[src/rtl/ata_pkg.sv]
// ----------------------------------------------------------------------------
// ata_pkg
// Shared types and constants for the threshold alarm unit pool.
// ----------------------------------------------------------------------------
package ata_pkg;

  localparam int unsigned UNITS     = 6;
  localparam int unsigned CODE_W    = 12;
  localparam int unsigned INPUT_W   = 5;
  localparam int unsigned TRIP_W    = 32;
  localparam int unsigned CHAN_W    = 8;
  localparam int unsigned AIN_W     = 6;
  localparam int unsigned BOUND_W   = 16;
  localparam int unsigned SCAN_W    = 32;
  localparam logic [BOUND_W-1:0] MAX_CODE  = 16'd4095;
  localparam logic [AIN_W-1:0]   MAX_INPUT = 6'd31;

  typedef enum logic [2:0] {
    CMD_SAMPLE = 3'd0,
    CMD_CONFIG = 3'd1,
    CMD_CLEAR  = 3'd2,
    CMD_QUERY  = 3'd3,
    CMD_REVAL  = 3'd4
  } cmd_e;

  typedef enum logic [2:0] {
    MODE_OFF     = 3'd0,
    MODE_BELOW   = 3'd1,
    MODE_ABOVE   = 3'd2,
    MODE_INSIDE  = 3'd3,
    MODE_OUTSIDE = 3'd4
  } mode_e;

  typedef enum logic [2:0] {
    ST_OK         = 3'd0,
    ST_BAD_MODE   = 3'd1,
    ST_BAD_BOUNDS = 3'd2,
    ST_BAD_INPUT  = 3'd3,
    ST_NO_UNIT    = 3'd4
  } status_e;

  // command broadcast to every cell
  typedef struct packed {
    logic                valid;
    logic [2:0]          cmd;
    logic [CHAN_W-1:0]   channel;
    logic [AIN_W-1:0]    ain;
    logic                dedicated;
    logic [2:0]          mode;
    logic [CODE_W-1:0]   low;
    logic [CODE_W-1:0]   high;
    logic [CODE_W-1:0]   smp;
    logic                all;
    logic                cfg_ok;
    logic                hit_any;
    logic [SCAN_W-1:0]   scan_mask;
  } op_t;

  // priority chain handed from cell to cell
  typedef struct packed {
    logic                hit;
    logic                free;
    logic                any_lat;
    logic [2:0]          mode;
    logic [CODE_W-1:0]   low;
    logic [CODE_W-1:0]   high;
    logic [TRIP_W-1:0]   trips;
    logic                lat;
  } chain_t;

endpackage

[src/rtl/adc_threshold_alarm_units_top.sv]
// ----------------------------------------------------------------------------
// adc_threshold_alarm_units_top
// Timing: the command register holds an accepted command, the result register
//   its result strobe; the receiver cannot stall and done_o lasts one cycle.
// Throughput: one command per cycle; busy_o stays low. The six unit cells
//   and their lookup chain evaluate a command combinationally.
// Reset: asynchronous, active low; all units free, scan_mask zero.
// ----------------------------------------------------------------------------
// Threshold alarm pool
// Command register, a row of alarm unit cells, and a result register.
// ----------------------------------------------------------------------------
module adc_threshold_alarm_units_top (
  input  logic                        clk_i,
  input  logic                        rst_ni,
  input  logic                        start_i,
  output logic                        busy_o,
  input  logic [2:0]                  cmd_i,
  input  logic [ata_pkg::CHAN_W-1:0]  channel_i,
  input  logic [ata_pkg::AIN_W-1:0]   analog_input_i,
  input  logic                        dedicated_i,
  input  logic [2:0]                  alarm_mode_i,
  input  logic [ata_pkg::BOUND_W-1:0] low_bound_i,
  input  logic [ata_pkg::BOUND_W-1:0] high_bound_i,
  input  logic [ata_pkg::CODE_W-1:0]  sample_i,
  input  logic                        all_channels_i,
  input  logic                        scan_mask_we_i,
  input  logic [ata_pkg::SCAN_W-1:0]  scan_mask_i,
  output logic                        done_o,
  output logic [2:0]                  status_o,
  output logic                        found_o,
  output logic [2:0]                  mode_out_o,
  output logic [ata_pkg::CODE_W-1:0]  low_out_o,
  output logic [ata_pkg::CODE_W-1:0]  high_out_o,
  output logic [ata_pkg::TRIP_W-1:0]  trip_count_o,
  output logic                        latched_out_o,
  output logic                        any_latched_o,
  output logic [ata_pkg::UNITS-1:0]   unit_mask_o
);

  logic                         req_vld_q;
  logic [2:0]                   cmd_q;
  logic [ata_pkg::CHAN_W-1:0]   chan_q;
  logic [ata_pkg::AIN_W-1:0]    ain_q;
  logic                         ded_q;
  logic [2:0]                   mode_q;
  logic [ata_pkg::BOUND_W-1:0]  low_q;
  logic [ata_pkg::BOUND_W-1:0]  high_q;
  logic [ata_pkg::CODE_W-1:0]   smp_q;
  logic                         all_q;
  logic [ata_pkg::SCAN_W-1:0]   scan_mask_q;

  ata_pkg::op_t                 op;
  ata_pkg::chain_t              chain [ata_pkg::UNITS+1];
  logic [ata_pkg::UNITS-1:0]    cell_mask;
  ata_pkg::status_e             pre_status, status_d;
  logic                         is_query;

  logic                         done_q;
  logic [2:0]                   status_q;
  logic                         found_q;
  logic [2:0]                   mode_out_q;
  logic [ata_pkg::CODE_W-1:0]   low_out_q;
  logic [ata_pkg::CODE_W-1:0]   high_out_q;
  logic [ata_pkg::TRIP_W-1:0]   trips_out_q;
  logic                         lat_out_q;
  logic                         any_lat_q;
  logic [ata_pkg::UNITS-1:0]    mask_q;

  assign busy_o = 1'b0;

  always_ff @(posedge clk_i or negedge rst_ni) begin
    if (!rst_ni) begin
      req_vld_q   <= 1'b0;
      scan_mask_q <= '0;
    end else begin
      req_vld_q <= start_i && !busy_o;
      if (scan_mask_we_i) begin
        scan_mask_q <= scan_mask_i;
      end
    end
  end

  always_ff @(posedge clk_i) begin
    if (start_i && !busy_o) begin
      cmd_q  <= cmd_i;
      chan_q <= channel_i;
      ain_q  <= analog_input_i;
      ded_q  <= dedicated_i;
      mode_q <= alarm_mode_i;
      low_q  <= low_bound_i;
      high_q <= high_bound_i;
      smp_q  <= sample_i;
      all_q  <= all_channels_i;
    end
  end

  // configure checks in priority order
  always_comb begin
    if (mode_q > ata_pkg::MODE_OUTSIDE) begin
      pre_status = ata_pkg::ST_BAD_MODE;
    end else if (mode_q != ata_pkg::MODE_OFF &&
                 (low_q > ata_pkg::MAX_CODE || high_q > ata_pkg::MAX_CODE ||
                  low_q > high_q)) begin
      pre_status = ata_pkg::ST_BAD_BOUNDS;
    end else if (mode_q != ata_pkg::MODE_OFF && ain_q > ata_pkg::MAX_INPUT) begin
      pre_status = ata_pkg::ST_BAD_INPUT;
    end else begin
      pre_status = ata_pkg::ST_OK;
    end
  end

  always_comb begin
    op.valid     = req_vld_q;
    op.cmd       = cmd_q;
    op.channel   = chan_q;
    op.ain       = ain_q;
    op.dedicated = ded_q;
    op.mode      = mode_q;
    op.low       = low_q[ata_pkg::CODE_W-1:0];
    op.high      = high_q[ata_pkg::CODE_W-1:0];
    op.smp       = smp_q;
    op.all       = all_q;
    op.cfg_ok    = (pre_status == ata_pkg::ST_OK);
    op.hit_any   = chain[ata_pkg::UNITS].hit;
    op.scan_mask = scan_mask_q;
  end

  assign chain[0] = '0;

  for (genvar g = 0; g < ata_pkg::UNITS; g++) begin : g_cell
    ata_cell u_cell (
      .clk_i   (clk_i),
      .rst_ni  (rst_ni),
      .op_i    (op),
      .chain_i (chain[g]),
      .chain_o (chain[g+1]),
      .mask_o  (cell_mask[g])
    );
  end

  always_comb begin
    status_d = ata_pkg::ST_OK;
    if (cmd_q == ata_pkg::CMD_CONFIG) begin
      if (pre_status != ata_pkg::ST_OK) begin
        status_d = pre_status;
      end else if (mode_q != ata_pkg::MODE_OFF && !chain[ata_pkg::UNITS].hit &&
                   !chain[ata_pkg::UNITS].free) begin
        status_d = ata_pkg::ST_NO_UNIT;
      end
    end
  end

  assign is_query = (cmd_q == ata_pkg::CMD_QUERY) && chain[ata_pkg::UNITS].hit;

  always_ff @(posedge clk_i or negedge rst_ni) begin
    if (!rst_ni) begin
      done_q <= 1'b0;
    end else begin
      done_q <= req_vld_q;
    end
  end

  always_ff @(posedge clk_i) begin
    if (req_vld_q) begin
      status_q    <= status_d;
      found_q     <= is_query;
      mode_out_q  <= is_query ? chain[ata_pkg::UNITS].mode  : '0;
      low_out_q   <= is_query ? chain[ata_pkg::UNITS].low   : '0;
      high_out_q  <= is_query ? chain[ata_pkg::UNITS].high  : '0;
      trips_out_q <= is_query ? chain[ata_pkg::UNITS].trips : '0;
      lat_out_q   <= is_query && chain[ata_pkg::UNITS].lat;
      any_lat_q   <= chain[ata_pkg::UNITS].any_lat;
      mask_q      <= cell_mask;
    end
  end

  assign done_o        = done_q;
  assign status_o      = status_q;
  assign found_o       = found_q;
  assign mode_out_o    = mode_out_q;
  assign low_out_o     = low_out_q;
  assign high_out_o    = high_out_q;
  assign trip_count_o  = trips_out_q;
  assign latched_out_o = lat_out_q;
  assign any_latched_o = any_lat_q;
  assign unit_mask_o   = mask_q;

  a_done_follows_start: assert property (@(posedge clk_i) disable iff (!rst_ni)
    done_o |-> $past(start_i, 2))
    else $error("result strobe without an accepted command");

  a_mask_cmd: assert property (@(posedge clk_i) disable iff (!rst_ni)
    (done_o && unit_mask_o != '0) |->
      ($past(cmd_i, 2) == ata_pkg::CMD_SAMPLE || $past(cmd_i, 2) == ata_pkg::CMD_REVAL))
    else $error("unit mask set for a command that trips or releases nothing");

  a_status_cmd: assert property (@(posedge clk_i) disable iff (!rst_ni)
    (done_o && status_o != ata_pkg::ST_OK) |-> ($past(cmd_i, 2) == ata_pkg::CMD_CONFIG))
    else $error("error status on a non-configure command");

  a_found_mode: assert property (@(posedge clk_i) disable iff (!rst_ni)
    (done_o && found_o) |-> (mode_out_o != ata_pkg::MODE_OFF))
    else $error("query found a unit with mode off");

endmodule

[src/rtl/ata_cell.sv]
// ----------------------------------------------------------------------------
// ata_cell
// One alarm unit: holds its settings, trip counter and latch, and joins the
// channel lookup / free-unit priority chain.
// ----------------------------------------------------------------------------
module ata_cell (
  input  logic            clk_i,
  input  logic            rst_ni,
  input  ata_pkg::op_t    op_i,
  input  ata_pkg::chain_t chain_i,
  output ata_pkg::chain_t chain_o,
  output logic            mask_o
);

  logic                          in_use_q, in_use_d;
  logic [ata_pkg::CHAN_W-1:0]    chan_q, chan_d;
  logic [ata_pkg::INPUT_W-1:0]   input_q, input_d;
  logic                          ded_q, ded_d;
  ata_pkg::mode_e                mode_q, mode_d;
  logic [ata_pkg::CODE_W-1:0]    low_q, low_d;
  logic [ata_pkg::CODE_W-1:0]    high_q, high_d;
  logic [ata_pkg::TRIP_W-1:0]    trips_q, trips_d;
  logic                          lat_q, lat_d;

  logic hit_here, first_hit, first_free;
  logic below, above, in_window;
  logic smp_hit, rel_hit;

  assign hit_here   = in_use_q && (chan_q == op_i.channel);
  assign first_hit  = hit_here && !chain_i.hit;
  assign first_free = !in_use_q && !chain_i.free;

  assign below = op_i.smp < low_q;
  assign above = op_i.smp >= high_q;

  always_comb begin
    case (mode_q)
      ata_pkg::MODE_BELOW:   in_window = below;
      ata_pkg::MODE_ABOVE:   in_window = above;
      ata_pkg::MODE_INSIDE:  in_window = !below && !above;
      ata_pkg::MODE_OUTSIDE: in_window = below || above;
      default:               in_window = 1'b0;
    endcase
  end

  assign smp_hit = in_use_q && ({1'b0, input_q} == op_i.ain) && in_window;
  assign rel_hit = in_use_q && !ded_q && !op_i.scan_mask[input_q];

  always_comb begin
    in_use_d = in_use_q;
    chan_d   = chan_q;
    input_d  = input_q;
    ded_d    = ded_q;
    mode_d   = mode_q;
    low_d    = low_q;
    high_d   = high_q;
    trips_d  = trips_q;
    lat_d    = lat_q;
    mask_o   = 1'b0;
    if (op_i.valid) begin
      case (op_i.cmd)
        ata_pkg::CMD_SAMPLE: begin
          if (smp_hit) begin
            trips_d = trips_q + {{(ata_pkg::TRIP_W-1){1'b0}}, 1'b1};
            lat_d   = 1'b1;
            mask_o  = 1'b1;
          end
        end
        ata_pkg::CMD_CONFIG: begin
          if (op_i.cfg_ok) begin
            if (op_i.mode == ata_pkg::MODE_OFF) begin
              if (first_hit) begin
                in_use_d = 1'b0;
                mode_d   = ata_pkg::MODE_OFF;
                trips_d  = '0;
                lat_d    = 1'b0;
              end
            end else if (first_hit || (!op_i.hit_any && first_free)) begin
              in_use_d = 1'b1;
              chan_d   = op_i.channel;
              input_d  = op_i.ain[ata_pkg::INPUT_W-1:0];
              ded_d    = op_i.dedicated;
              mode_d   = ata_pkg::mode_e'(op_i.mode);
              low_d    = op_i.low;
              high_d   = op_i.high;
              trips_d  = '0;
              lat_d    = 1'b0;
            end
          end
        end
        ata_pkg::CMD_CLEAR: begin
          if (in_use_q && (op_i.all || chan_q == op_i.channel)) begin
            trips_d = '0;
            lat_d   = 1'b0;
          end
        end
        ata_pkg::CMD_REVAL: begin
          if (rel_hit) begin
            in_use_d = 1'b0;
            mode_d   = ata_pkg::MODE_OFF;
            trips_d  = '0;
            lat_d    = 1'b0;
            mask_o   = 1'b1;
          end
        end
        default: begin
        end
      endcase
    end
  end

  always_comb begin
    chain_o.hit     = chain_i.hit || hit_here;
    chain_o.free    = chain_i.free || !in_use_q;
    chain_o.any_lat = chain_i.any_lat || (in_use_d && lat_d);
    if (first_hit) begin
      chain_o.mode  = mode_q;
      chain_o.low   = low_q;
      chain_o.high  = high_q;
      chain_o.trips = trips_q;
      chain_o.lat   = lat_q;
    end else begin
      chain_o.mode  = chain_i.mode;
      chain_o.low   = chain_i.low;
      chain_o.high  = chain_i.high;
      chain_o.trips = chain_i.trips;
      chain_o.lat   = chain_i.lat;
    end
  end

  always_ff @(posedge clk_i or negedge rst_ni) begin
    if (!rst_ni) begin
      in_use_q <= 1'b0;
      chan_q   <= '0;
      input_q  <= '0;
      ded_q    <= 1'b0;
      mode_q   <= ata_pkg::MODE_OFF;
      low_q    <= '0;
      high_q   <= '0;
      trips_q  <= '0;
      lat_q    <= 1'b0;
    end else begin
      in_use_q <= in_use_d;
      chan_q   <= chan_d;
      input_q  <= input_d;
      ded_q    <= ded_d;
      mode_q   <= mode_d;
      low_q    <= low_d;
      high_q   <= high_d;
      trips_q  <= trips_d;
      lat_q    <= lat_d;
    end
  end

endmodule
[config.mk]
export PLATFORM = sky130hd
export DESIGN_NAME = adc_threshold_alarm_units_top
export DESIGN_NICKNAME = d
export VERILOG_FILES = /design/src/rtl/ata_pkg.sv /design/src/rtl/adc_threshold_alarm_units_top.sv /design/src/rtl/ata_cell.sv
export SDC_FILE = /design/constraint.sdc
export NUM_CORES = 2
export LEC_CHECK = 0
export BUFFER_PORTS_ARGS = -buffer_cell sky130_fd_sc_hd__buf_2
export CORE_MARGIN = 3
export CORE_UTILIZATION = 25
export DETAILED_ROUTE_END_ITERATION = 8
export PLACE_DENSITY = 0.4
export SYNTH_ARGS = -nofsm -noshare
export SYNTH_HDL_FRONTEND = slang
export SYNTH_SLANG_ARGS = --single-unit
export TNS_END_PERCENT = 5
[constraint.sdc]
create_clock -name clk_i -period 6.5 [get_ports clk_i]
set_input_delay 0 -clock clk_i [delete_from_list [all_inputs] [get_ports clk_i]]
set_output_delay 0 -clock clk_i [all_outputs]
set_load 0.005 [all_outputs]
==> impl_metrics.env <==
export IMPL_yosysTopAreaCellShare_pct=34.67
export IMPL_synth_enable_flop_cells=137
export IMPL_grt_max_degree=154
export IMPL_die_h_um=379.8
export IMPL_period_minus_slack_ns=4.952
export IMPL_die_x_um=379.8
export IMPL_worstMarginPinSlew_ns=1.098
export IMPL_drcViolationCount=0
export IMPL_grt_pass1_vias=27620
export IMPL_drv_cap=0
export IMPL_peakVddDrop_uv=175.6
export IMPL_grt_use_total_pct=17.18
export IMPL_slew_headroom_pct=26.80
export IMPL_detailed_place_hpwl_mm=87.95
export IMPL_cp_arrival_ns=5.56
export IMPL_ys_types=86
export IMPL_cts_root_buffer="clkbuf_16"
export IMPL_start_util_pct=25.28
export IMPL_boundaryPins=175
export IMPL_std_cell_rows=136
export IMPL_numCtsBuffers=81
export IMPL_critPathLaunchType="register"
export IMPL_design_core_area_mm2=0.1382
export IMPL_netlist_area_mm2=0.03494
export IMPL_netlist_instances=3469
export IMPL_yosys_area_top_type="dfrtp_1"
export IMPL_die_area_mm2=0.1443
export IMPL_synth_seq_area_share_pct=46.44
export IMPL_first_iter_violations=1771
export IMPL_viasPerCell=4.873
export IMPL_path_clk_slew_ns=0.06
export IMPL_syn_area_per_cell_um2=10.07
export IMPL_wl_per_cell_um=22.11
export IMPL_dr_pass1_iters=7
export IMPL_area_delta_synth_final_pct=21.09
export IMPL_required_ns=7.10
export IMPL_cts_sinks=621
export IMPL_worstSetupPathType="reg2reg"
export IMPL_syn_nets=3731
export IMPL_async_reset_ff_share_pct=77.94
export IMPL_cts_tree="done"
export IMPL_cp_max_fo=19
export IMPL_gp_congestion=0.8267
export IMPL_final_nets=4002
export IMPL_setup_violations=0
export IMPL_drive_above_1_share_pct=17.25
export IMPL_hold_viol=0
export IMPL_skew_ns=0.02773
export IMPL_rsz0062_at_grt="false"
export IMPL_status="finished, final reports clean"
export IMPL_ff2ff_setup_slack_ns=1.55
export IMPL_fin_crit_sh_pct=76.19
export IMPL_antenna_found_initial=6
export IMPL_postRouteAntennaNets=0
export IMPL_ys_top_cells_by_area="dfrtp_1 35%, edfxtp_1 12%, mux2_2 6.3%, ha_1 5.7%, nand2_1 4.2%"
export IMPL_end_kind="register"
export IMPL_slew_viol_final=0
export IMPL_timing_fmax_ghz=0.2019
export IMPL_leakagePower_nw=16.98
export IMPL_portBuffers=173
export IMPL_postCtsSetupRepairBufs=0
export IMPL_post_route_cell_area_mm2=0.04230
export IMPL_dp_slack_ns=1.405
export IMPL_p_per_area_mw_per_mm2=235.4
export IMPL_place_area_mm2=0.03791
export IMPL_ys_seq_elements=621
export IMPL_overflow=0
export IMPL_yosys_warnings=0
export IMPL_htreeDepth=3
export IMPL_hold_path_class="in2async"
export IMPL_cts_path_max_buffers=3
export IMPL_fin_ws_ns=1.548
export IMPL_finalSetupTns_ns=0
export IMPL_num_vias=27640
export IMPL_grt_pass1_wl_mm=188.7
export IMPL_synthFlopType="dfrtp_1"
export IMPL_clock_latency_ns=0.69
export IMPL_wl_mm=125.4
## placed cells by master, fill, tap and decap left out, drive strengths merged, types with 24 or more instances in the layout
cell | netlist | final
nor2 | 242 | 242
nor4 | 45 | 45
mux4 | 48 | 48
a21oi | 156 | 156
buf | 47 | 221
a31oi | 57 | 57
xor2 | 92 | 92
and3 | 52 | 52
inv | 188 | 190
edfxtp | 137 | 137
nand3 | 140 | 140
nand2 | 395 | 395
dfrtp | 484 | 484
clkbuf | 145 | 120
nor3 | 39 | 39
and2 | 29 | 29
ha | 160 | 160
nand4 | 58 | 58
or3 | 45 | 45
a221oi | 65 | 65
dlygate4sd3 | 0 | 159
xnor2 | 107 | 107
mux2 | 197 | 197
nor2b | 24 | 24
o21ai | 208 | 208
## path summary, 6_finish.rpt
kind | startpoint | to | cells past startpoint
setup reg to reg | smp_q[2] | g_cell[5].u_cell.trips_q[16] | 11
setup / recovery | smp_q[2] | g_cell[5].u_cell.trips_q[16] | 11
hold reg to reg | high_q[5] | g_cell[3].u_cell.high_q[5] | 2
min in group clk_i | high_bound_i[2] | high_q[2] | 2
max in group asynchronous | rst_ni | g_cell[1].u_cell.trips_q[23] | 3
hold / removal | rst_ni | scan_mask_q[10] | 3
## worst max-delay path, stage by stage (launching register included)
cell,delay [ns]
edfxtp_1,0.60
ha_1,0.39
a21oi_1,0.15
o21ai_0,0.24
a31o_2,0.33
a221oi_1,0.93
nor4_1,0.16
o311ai_1,0.73
and2_1,0.45
or3_1,0.55
o21ai_0,0.19
a21oi_1,0.14
## routing by layer
layer	part of all wire (%)	vias up	global-route usage (%)
met5	0	-	0
met3	4.0	150	2.826
met4	2.7	0	4.796
met1	47	13820	23.90
met2	46	551	27.49
li1	-	13130	-
## synthesized netlist by cell type (all sizes together), types with 47 or more instances
library cell  count
a21oi           156
a221oi           65
a31oi            57
and3             52
buf              47
clkbuf          145
dfrtp           484
edfxtp          137
ha              160
inv             188
mux2            197
mux4             48
nand2           395
nand3           140
nand4            58
nor2            242
o21ai           208
xnor2           107
xor2             92
## where the power goes
part	leakage (nW)	switching, mW	internal [mW]
logic	7.61	0.514	0.400
clock network	1.36	1.88	2.81
registers	8.01	0.233	4.12
## registers in the layout, indices dropped and copies added (netlist names), 6 cells and up
register and flops:
ain_q 6, chan_q 8, g_cell.u_cell.chan_q 48, g_cell.u_cell.ded_q 6
g_cell.u_cell.high_q 72, g_cell.u_cell.in_use_q 6, g_cell.u_cell.input_q 30, g_cell.u_cell.lat_q 6
g_cell.u_cell.low_q 72, g_cell.u_cell.mode_q 18, g_cell.u_cell.trips_q 192, high_out_o 12
high_q 16, low_out_o 12, low_q 16, scan_mask_q 32
smp_q 12, trip_count_o 32, unit_mask_o 6
## timing repair
| action | CTS | global route |
|---|---|---|
| endpoints found under the hold margin | 215 | 0 |
| resized for setup | 0 | 0 |
| hold buffers | 160 | 0 |
## stage by stage
| step | util (%) | cells | hold slack [ns] | power [mW] |
|---|---|---|---|---|
| after floorplan | - | 3469 | -0.2956 | 4.817 |
| after global placement | 27.43 | 5360 | 0.1163 | 5.249 |
| after detailed placement | 27.43 | 5360 | 0.1156 | 5.253 |
| after CTS | 30.62 | 5671 | 0.001051 | 10.15 |
| after global routing | 30.62 | 5671 | 0.03350 | 10.41 |
| final | 30.62 | 5672 | 0.04396 | 9.960 |
## final cells by class
class | instances | area [um^2]
Clock inverter | 31 | 369.1
Multi-Input combinational cell | 2468 | 17360
Timing Repair Buffer | 380 | 2900
Antenna cell | 1 | 2.502
Fill cell | 14570 | 95870
Clock buffer | 120 | 2407
Tap cell | 1863 | 2331
Sequential cell | 621 | 16230
Inverter | 188 | 705.7
## cells by family (layout without fill, tap and decap cells)
group	count (synthesis)	after routing	synth area share, %
adders and majority gates	161	161	5.762
xor gates and xnor gates	199	199	4.989
buffers and inverters	380	719	4.244
other	1	2	0.01073
DFF	621	621	46.44
AOI/OAI and AO/OA	676	676	12.54
muxes	253	253	9.673
and+or+nand+nor	1178	1178	16.34
Note: power is estimated with default switching activity, not from simulation.
